$ cat src/rtl/tbpl_pkg.sv
// ----------------------------------------------------------------------------
// tbpl_pkg
// types, constants and helpers shared by the three-band low-pass mixer
// ----------------------------------------------------------------------------
package tbpl_pkg;

  localparam int CHANNELS  = 16;
  localparam int BANDS     = 3;
  localparam int MEM_DEPTH = CHANNELS * BANDS;
  localparam int ADDR_W    = $clog2(MEM_DEPTH);
  localparam int CFG_W     = 48;
  localparam int IDX_W     = 2;

  // configuration register indexes
  localparam logic [IDX_W-1:0] REG_BAND_ONE   = 2'd0;
  localparam logic [IDX_W-1:0] REG_BAND_TWO   = 2'd1;
  localparam logic [IDX_W-1:0] REG_BAND_THREE = 2'd2;
  localparam logic [IDX_W-1:0] REG_MIX_SELECT = 2'd3;

  localparam logic [2:0] MIX_SELECT_RESET = 3'b111;

  typedef struct packed {
    logic [3:0]         channel;
    logic signed [23:0] sample_one;
    logic signed [23:0] sample_two;
    logic signed [23:0] sample_three;
    logic signed [23:0] link_sample;
  } in_t;

  typedef struct packed {
    logic [3:0]         channel_out;
    logic signed [23:0] filtered_one;
    logic signed [23:0] filtered_two;
    logic signed [23:0] filtered_three;
    logic signed [23:0] mix_out;
  } out_t;

  // add half then floor
  function automatic logic signed [63:0] round_shift(input logic signed [63:0] v,
                                                     input int sh);
    logic signed [63:0] half;
    half = 64'sd1 <<< (sh - 1);
    return (v + half) >>> sh;
  endfunction

  function automatic logic signed [31:0] sat32(input logic signed [63:0] v);
    if (v > 64'sd2147483647) return 32'sh7fffffff;
    else if (v < -64'sd2147483648) return 32'sh80000000;
    else return v[31:0];
  endfunction

  function automatic logic signed [23:0] sat24(input logic signed [63:0] v);
    if (v > 64'sd8388607) return 24'sh7fffff;
    else if (v < -64'sd8388608) return 24'sh800000;
    else return v[23:0];
  endfunction

endpackage

$ cat src/rtl/three_band_one_pole_lowpass_mixer_unit.sv
// ----------------------------------------------------------------------------
// three_band_one_pole_lowpass_mixer_unit
// three trapezoidal one-pole low-pass filters per channel, gained and mixed
// ----------------------------------------------------------------------------
//  channel  | ports                                   | transaction
//  ---------+-----------------------------------------+---------------------------
//  input    | in_valid / in_ready / in_data           | channel, three bands, link
//  result   | out_valid / out_ready / out_data        | three filtered bands, mix
//  config   | cfg_we / cfg_index / cfg_data           | one register write
//
//  one transaction runs its three bands in turn; the time from one input
//  acceptance to the next is set by the single shift-add multiplier, one
//  multiplier bit per cycle, which runs four products per band
//  reset (rst_n low, synchronous) clears control, configuration registers and the
//  per-entry valid bits of the filter memory at once; no clearing pass is needed
//  a result waiting on out_ready does not block the next input transaction;
//  the sequencer only stalls in its final step while the output register is full
// ----------------------------------------------------------------------------
module three_band_one_pole_lowpass_mixer_unit (
  input  logic                       clk,
  input  logic                       rst_n,
  input  logic                       in_valid,
  output logic                       in_ready,
  input  tbpl_pkg::in_t              in_data,
  output logic                       out_valid,
  input  logic                       out_ready,
  output tbpl_pkg::out_t             out_data,
  input  logic                       cfg_we,
  input  logic [tbpl_pkg::IDX_W-1:0] cfg_index,
  input  logic [tbpl_pkg::CFG_W-1:0] cfg_data
);
  import tbpl_pkg::*;

  typedef enum logic [3:0] {
    S_IDLE, S_RD, S_LD, S_M1, S_ACC, S_M2, S_Y, S_D, S_M3, S_NS, S_M4, S_V, S_DONE
  } state_t;

  state_t state_r;

  // configuration
  logic [CFG_W-1:0] band_cfg_r [BANDS];
  logic [2:0]       mix_sel_r;

  // latched transaction
  in_t              in_r;
  logic [1:0]       band_r;
  logic             ch_ok_r;

  // filter memory and its valid bits
  logic signed [31:0]    mem [MEM_DEPTH];
  logic signed [31:0]    mem_q_r;
  logic [MEM_DEPTH-1:0]  vld_r;
  logic [ADDR_W-1:0]     addr_w;
  logic                  mem_we;

  // shift-add multiplier
  logic signed [63:0] mul_a_r;
  logic [15:0]        mul_b_r;
  logic [3:0]         mul_cnt_r;
  logic               mul_sgn_r;
  logic signed [63:0] prod_r;
  logic signed [63:0] prod_nxt;

  // per-band working values
  logic signed [31:0] s_r;
  logic signed [31:0] y_r;
  logic signed [39:0] mix_r;
  logic signed [23:0] filt_r [BANDS];

  // current band coefficients
  logic [15:0]        k_w, n_w, g_w;
  logic signed [23:0] x_w;
  logic signed [63:0] acc_w, y_full_w, ns_w, v_w;

  out_t out_r;
  logic out_valid_r;

  assign k_w = band_cfg_r[band_r][47:32];
  assign n_w = band_cfg_r[band_r][31:16];
  assign g_w = band_cfg_r[band_r][15:0];

  always_comb begin
    unique case (band_r)
      2'd0:    x_w = in_r.sample_one;
      2'd1:    x_w = in_r.sample_two;
      default: x_w = in_r.sample_three;
    endcase
  end

  assign addr_w = ADDR_W'(32'(in_r.channel) * BANDS + 32'(band_r));
  assign mem_we = (state_r == S_NS) && ch_ok_r;

  // s << 12 added to k*x
  assign acc_w    = prod_r + (64'(s_r) <<< 12);
  assign y_full_w = round_shift(prod_r, 27);
  assign ns_w     = round_shift(prod_r, 12) + 64'(y_r);
  assign v_w      = round_shift(prod_r, 13);

  // one multiplier bit per cycle; sign bit of a signed operand subtracts
  always_comb begin
    prod_nxt = prod_r;
    if (mul_b_r[0]) begin
      if (mul_sgn_r && mul_cnt_r == 4'd15) prod_nxt = prod_r - mul_a_r;
      else prod_nxt = prod_r + mul_a_r;
    end
  end

  assign in_ready  = (state_r == S_IDLE);
  assign out_valid = out_valid_r;
  assign out_data  = out_r;

  // filter memory
  always_ff @(posedge clk) begin
    if (mem_we) mem[addr_w] <= sat32(ns_w);
    if (state_r == S_RD) mem_q_r <= mem[addr_w];
  end

  always_ff @(posedge clk) begin
    if (!rst_n) begin
      state_r     <= S_IDLE;
      out_valid_r <= 1'b0;
      vld_r       <= '0;
      mix_sel_r   <= MIX_SELECT_RESET;
      for (int i = 0; i < BANDS; i++) band_cfg_r[i] <= '0;
      band_r      <= 2'd0;
    end else begin
      if (cfg_we) begin
        unique case (cfg_index)
          REG_BAND_ONE:   band_cfg_r[0] <= cfg_data;
          REG_BAND_TWO:   band_cfg_r[1] <= cfg_data;
          REG_BAND_THREE: band_cfg_r[2] <= cfg_data;
          REG_MIX_SELECT: mix_sel_r     <= cfg_data[2:0];
          default:        mix_sel_r     <= mix_sel_r;
        endcase
      end

      if (out_valid_r && out_ready) out_valid_r <= 1'b0;

      unique case (state_r)
        S_IDLE: begin
          if (in_valid) begin
            in_r    <= in_data;
            ch_ok_r <= 32'(in_data.channel) < CHANNELS;
            band_r  <= 2'd0;
            mix_r   <= 40'(in_data.link_sample);
            state_r <= S_RD;
          end
        end
        S_RD: state_r <= S_LD;
        S_LD: begin
          s_r       <= (ch_ok_r && vld_r[addr_w]) ? mem_q_r : 32'sd0;
          mul_a_r   <= 64'(x_w);
          mul_b_r   <= k_w;
          mul_sgn_r <= 1'b0;
          mul_cnt_r <= 4'd0;
          prod_r    <= '0;
          state_r   <= S_M1;
        end
        S_M1, S_M2, S_M3, S_M4: begin
          prod_r    <= prod_nxt;
          mul_a_r   <= mul_a_r <<< 1;
          mul_b_r   <= mul_b_r >> 1;
          mul_cnt_r <= mul_cnt_r + 4'd1;
          if (mul_cnt_r == 4'd15) begin
            unique case (state_r)
              S_M1:    state_r <= S_ACC;
              S_M2:    state_r <= S_Y;
              S_M3:    state_r <= S_NS;
              default: state_r <= S_V;
            endcase
          end
        end
        S_ACC: begin
          mul_a_r   <= acc_w;
          mul_b_r   <= n_w;
          mul_sgn_r <= 1'b0;
          mul_cnt_r <= 4'd0;
          prod_r    <= '0;
          state_r   <= S_M2;
        end
        S_Y: begin
          y_r     <= sat32(y_full_w);
          state_r <= S_D;
        end
        S_D: begin
          mul_a_r   <= 64'(x_w) - 64'(y_r);
          mul_b_r   <= k_w;
          mul_sgn_r <= 1'b0;
          mul_cnt_r <= 4'd0;
          prod_r    <= '0;
          state_r   <= S_M3;
        end
        S_NS: begin
          if (ch_ok_r) vld_r[addr_w] <= 1'b1;
          mul_a_r   <= 64'(y_r);
          mul_b_r   <= g_w;
          mul_sgn_r <= 1'b1;
          mul_cnt_r <= 4'd0;
          prod_r    <= '0;
          state_r   <= S_M4;
        end
        S_V: begin
          filt_r[band_r] <= sat24(v_w);
          if (mix_sel_r[band_r]) mix_r <= mix_r + v_w[39:0];
          if (band_r == 2'(BANDS - 1)) begin
            state_r <= S_DONE;
          end else begin
            band_r  <= band_r + 2'd1;
            state_r <= S_RD;
          end
        end
        S_DONE: begin
          if (!out_valid_r || out_ready) begin
            out_r.channel_out    <= in_r.channel;
            out_r.filtered_one   <= filt_r[0];
            out_r.filtered_two   <= filt_r[1];
            out_r.filtered_three <= filt_r[2];
            out_r.mix_out        <= sat24(64'(mix_r));
            out_valid_r          <= 1'b1;
            state_r              <= S_IDLE;
          end
        end
        default: state_r <= S_IDLE;
      endcase
    end
  end

endmodule

$ cat config.mk
export PLATFORM = sky130hd
export DESIGN_NAME = three_band_one_pole_lowpass_mixer_unit
export DESIGN_NICKNAME = d
export VERILOG_FILES = /design/src/rtl/tbpl_pkg.sv /design/src/rtl/three_band_one_pole_lowpass_mixer_unit.sv
export SDC_FILE = /design/constraint.sdc
export NUM_CORES = 2
export LEC_CHECK = 0
export BUFFER_PORTS_ARGS = -buffer_cell sky130_fd_sc_hd__buf_2
export CELL_PAD_IN_SITES_DETAIL_PLACEMENT = 0
export CELL_PAD_IN_SITES_GLOBAL_PLACEMENT = 1
export CORE_MARGIN = 5
export CORE_UTILIZATION = 48
export DETAILED_ROUTE_END_ITERATION = 6
export HOLD_SLACK_MARGIN = 0.05
export PLACE_DENSITY = 0.8
export SETUP_SLACK_MARGIN = 0.02
export SYNTH_ARGS = -nofsm -noshare
export SYNTH_HDL_FRONTEND = slang
export SYNTH_SLANG_ARGS = --single-unit
$ cat constraint.sdc
create_clock -name clk -period 8.39 [get_ports clk]
set_clock_uncertainty 0.2 [all_clocks]
set_input_delay 0.4195 -clock clk [delete_from_list [all_inputs] [get_ports clk]]
set_output_delay 0.4195 -clock clk [all_outputs]
set_load 0.02 [all_outputs]
After elaboration in Yosys (flattened, before gate mapping):

Memories as Yosys holds them, arrays and structs flattened. A register that Yosys moved wholly into a read port is not among the register bits.
Cells that the tools add are included.

* register bits: 415
* latch bits: 0
* bits in writable memories: 1752
* bits in read-only memories: 0
* bits of input ports: 155
* output and inout port bits: 102
* memories: 3

* add/sub/neg operators: 12
* multiply operators: 1
* div/mod/pow operators: 0
* order comparisons: 11
* eq/ne operators: 24
* shifts and indexed selects: 0
* multiplexer cells: 61
* bitwise gates (word level): 4
* reductions and logical operators: 30

Memories
* mem: words 48, width 32, read ports 1, clocked after Yosys merged registers in 1, write ports 1, line three_band_one_pole_lowpass_mixer_unit.sv:50 `logic signed [31:0] mem [MEM_DEPTH];`
* band_cfg_r: words 3, width 48, read ports 1, clocked after Yosys merged registers in 1, write ports 3, line three_band_one_pole_lowpass_mixer_unit.sv:41 `logic [CFG_W-1:0] band_cfg_r [BANDS];`
* filt_r: words 3, width 24, read ports 3, clocked after Yosys merged registers in 3, write ports 1, line three_band_one_pole_lowpass_mixer_unit.sv:68 `logic signed [23:0] filt_r [BANDS];`

Operators with widths (count)
* 64-bit one-hot mux with 5 select lines: 1
* 48-bit 2-to-1 mux: 3
* 32-bit 2-to-1 mux: 4
* 64-bit 2-to-1 mux: 2
* 64-bit one-hot mux with 2 select lines: 1
* 24-bit 2-to-1 mux: 5
* 40-bit 2-to-1 mux: 2
* 40-bit one-hot mux with 2 select lines: 1
* 64-bit by 13-bit adder with 64-bit output, second input constant: 1
* 64-bit by 14-bit adder with 64-bit output, second input constant: 1
* 64-bit by 28-bit adder with 64-bit output, second input constant: 1
* 64-bit by 44-bit adder with 64-bit output: 1
* 64-bit adder: 1
* 16-bit one-hot mux with 4 select lines: 1
* 64-bit subtractor: 1
* 52-bit by 32-bit adder with 53-bit output: 1
* 53-bit by 32-bit > comparator with 1-bit output, second input constant: 1
* 53-bit by 32-bit less-than comparator with 1-bit output, second input constant: 1
* 51-bit by 24-bit > comparator with 1-bit output, second input constant: 1
* 51-bit by 24-bit less-than comparator with 1-bit output, second input constant: 1
* 48-bit OR: 1
* 24-bit one-hot mux with 2 select lines: 1
* 40-bit adder: 1
* 40-bit by 24-bit > comparator with 1-bit output, second input constant: 1
* other kinds (44): 108

Depth between registers and ports, before layout:

* depth after elaboration: 7
* depth in mapped cells: 27

Least setup slack after synthesis:

Ideal clock, no wire load.

* kind: flip-flop to flip-flop
* from: reg prod_r[13]
* to: mem mem[0][25], data pin
* library setup time: 593 ps
* arrival time: 8290 ps
* required time: 7597 ps
* slack: -694 ps
* stages on the path, launching flop included: 25
* buffers on the path: 3
* period minus slack after synthesis: 9084 ps
* cell sequence: edfxtp_1 > ha_1 > nand2_1 > nor4_1 > and2_1 > clkbuf_1 > buf_1 > nand3_1 > nor2_1 > xor2_1 > ha_1 > clkbuf_1 > nand4_1 > or3_1 > or3_1 > o32a_1 > o21ai_1 > o211a_1 > o31a_1 > o21ai_0 > nand3_1 > o21ai_0 > inv_1 > nor2_2 > o31ai_1

* longest elaborated chain between the ends: 6

Ends and longest elaborated chain
* from (decl): line three_band_one_pole_lowpass_mixer_unit.sv:61 `logic signed [63:0] prod_r;`
* from (signal assigned): line three_band_one_pole_lowpass_mixer_unit.sv:160 `prod_r <= prod_nxt;`
* 64-bit by 13-bit adder with 64-bit output (*): line tbpl_pkg.sv:43 `return (v + half) >>> sh;`
* 52-bit by 32-bit adder with 53-bit output (*): line three_band_one_pole_lowpass_mixer_unit.sv:96 `assign ns_w = round_shift(prod_r, 12) + 64'(y_r);`
* 53-bit by 32-bit less-than comparator with 1-bit output: line tbpl_pkg.sv:48 `else if (v < -64'sd2147483648) return 32'sh80000000;`
* 32-bit 2-to-1 mux: line tbpl_pkg.sv:48
* 32-bit 2-to-1 mux (*): line tbpl_pkg.sv:47 `if (v > 64'sd2147483647) return 32'sh7fffffff;`
* 32-bit 2-to-1 mux (*): line three_band_one_pole_lowpass_mixer_unit.sv:114 `if (mem_we) mem[addr_w] <= sat32(ns_w);`
* to (decl): line three_band_one_pole_lowpass_mixer_unit.sv:50

Mark *: on every way between the ends. The rest lies on a longest branch, timed or not. The select of a mux whose other input is x is not followed.

Worst setup path after layout:

* from: reg prod_r[27]
* to: mem mem[14][28], data pin

The elaborated chain is that of the path after synthesis.

==> flow_metrics.tcl <==
set metrics [dict create \
    grt_pass1_wl_um 464700 \
    finalSetupViolCount 0 \
    die_w_um 467.5 \
    cp.buffers_inverters 2 \
    syn_area_per_cell_um2 13.84 \
    relSlewSlack_pct -10.11 \
    start_util_pct 48.09 \
    final_common_cell "edfxtp_1" \
    cp-start-kind "flop" \
    fmax_ghz 0.1294 \
    synthArstFlopShare_pct 0 \
    crit_type "reg2reg" \
    finalNonFillerCells 10730 \
    dp.cells 10120 \
    crit_fanout 48 \
    ys_ff_latch 2273 \
    status "finished with violations" \
    drc 3 \
    synthesis.area_um2 100500 \
    cpMaxStageDelayCell "a21oi_4" \
    path_clk_slew_ns 0.06 \
    synth_nets 7677 \
    yosysWarnings 0 \
    ys_seq_area_share_pct 67.33 \
    final.setup.tns_ns 0 \
    die-area_um2 218600 \
    crit_arrival_ns 8.06 \
    drt-total-wl_um 327400 \
    final_core_util_pct 55.46 \
    rsz0062_at_grt "no" \
    hpwl_um 204200 \
    drv_slew 4 \
    irDropWorstVdd_mv 0.2389 \
    place.gp.congestion 0.9644 \
    wl_per_cell_um 30.51 \
    power_density_nw_per_um2 290.6 \
    fin_crit_sh_pct 92.13 \
    io_pins 257 \
    cts_buffers 223 \
    worst_pin_slew_ns 1.640 \
    rows 168 \
    min_period_ns 7.729 \
    syn_to_final_growth_pct 15.32 \
    grt_use_total_pct 29.17 \
    ctsHtreeMaxLevel 4 \
    drtPass1Iterations 7 \
    final_cell_mix "edfxtp_1, a22oi_1, nand2_1" \
    netlist_instances 7260 \
    layout.nets 8139 \
    slowest_delay_ns 0.78 \
    violations "DRC, capacitance limit, slew limit" \
    numClockSinks 2273 \
    die_y_um 467.5 \
    root_buffer "clkbuf_16" \
    via_per_inst 6.430 \
    crit_required_ns 8.72 \
    synth_edf_count 2213 \
    drt_iter0_drc 8370 \
    port_buffers 256 \
    p_leak_nw 38.96 \
    grt_max_degree 105 \
    finalHoldViolations 0 \
    cts_tree "built" \
    core_area_um2 208900 \
    clockBufferDepth 3 \
    clk_latency_ns 0.91 \
    synth_flop_cell "edfxtp_1" \
    crit_path_end_kind "flop" \
    antenna_found_initial 11 \
    hold_class "in2reg" \
    overflow 0 \
    drive_above_1_share_pct 12.87 \
    drv_cap 1 \
    ys_types 99 \
    ant_nets 0 \
    grt_pass1_vias 66510 \
    vias 68990 \
    cp_top_family "simple AND/OR/NAND/NOR gates" \
]
-- report_power, final --
group	leakage, nW	internal, W	switching [W]	total [W]
Clock	3.63	0.00575	0.00443	0.0102
Sequential	20.4	0.0141	0.000412	0.0145
Combinational	14.9	0.00288	0.00611	0.00899
Total	39.0	0.0227	0.0110	0.0337
-- cells in the mapped netlist, types with 108 or more instances --
| cell | instances | area [um^2] |
|---|---|---|
| nor2_1 | 372 | 1396 |
| xor2_1 | 190 | 1664 |
| and2_1 | 108 | 675.7 |
| clkbuf_1 | 319 | 1197 |
| a31oi_1 | 171 | 1070 |
| xnor2_1 | 206 | 1804 |
| o21ai_0 | 316 | 1582 |
| a22oi_1 | 393 | 2950 |
| a21oi_1 | 380 | 1902 |
| a22o_1 | 162 | 1419 |
| nand3_1 | 132 | 660.6 |
| ha_1 | 255 | 3191 |
| edfxtp_1 | 2213 | 66450 |
| a21o_1 | 137 | 1028 |
| a221oi_1 | 170 | 1489 |
| nand2_1 | 382 | 1434 |
| inv_1 | 141 | 529.3 |
-- kinds of logic after synthesis --
group / synth area share, %
buffers and inverters: 2.100
adders and majority gates: 3.315
DFF: 67.33
muxes: 1.517
AOI/OAI and AO/OA: 15.27
and+or+nand+nor: 6.981
xor gates and xnor gates: 3.484
-- registers in the layout, indices dropped and copies added (netlist names), named ones only --
name / flops
s_r: 32
state_r: 4
mul_a_r: 64
mul_sgn_r: 1
out_valid: 1
y_r: 32
vld_r: 48
band_r: 2
filt_r: 72
prod_r: 64
mul_b_r: 16
mem_q_r: 32
mem: 1536
mix_sel_r: 3
mix_r: 40
out_data: 100
mul_cnt_r: 4
band_cfg_r: 144
in_r: 76
-- path summary, 6_finish.rpt --
check / startpoint / endpoint / slack, ns / cells past startpoint
worst max-delay path: prod_r[27] / mem[14][28] / 0.66 / 25
worst min register to register: filt_r[2][19] / out_data[43] / 0.20 / 0
worst max register to register: prod_r[27] / mem[14][28] / 0.66 / 25
worst min-delay path: in_data[64] / in_r[64] / 0.10 / 2
-- metrics by stage --
step	total power, W	worst slack, ns	area (um^2)	hold WS, ns
finish	0.03367	0.6605	115900	0.1029
global route	0.03489	0.1136	115900	0.07074
CTS	0.03352	0.2762	115700	0.05072
detailed placement	0.02338	0.3222	106500	0.2045
global placement	0.02325	0.4240	106500	0.2028
floorplan	0.02013	-0.5405	100500	0.2003
-- routing by layer --
layer | share of wire (%) | vias up | track usage, %
met2 | 47 | 4168 | 47.35
met1 | 37 | 34270 | 37.22
met3 | 10 | 963 | 5.916
li1 | - | 29590 | -
met4 | 6.3 | 4 | 15.23
met5 | 0.024 | - | 0.1976
-- repair_timing --
item / in CTS / in global routing
hold buffers: 171 / 0
setup endpoints to repair: 0 / 1392
buffers inserted: 0 / 5
gates resized for setup: 0 / 23
endpoints found under the hold margin: 270 / 0
-- area by class of cell --
class                      instances  area, um^2
timing repair buffer             643        4943
fill                           16680       93070
inverter                         142       533.0
clock inverter                   153        1722
antenna                           10       25.02
sequential                      2273       67660
clock buffer                     265        5779
tap                             2805        3510
multi-input combinational       4439       31700
(Power assumes the default switching activity.)
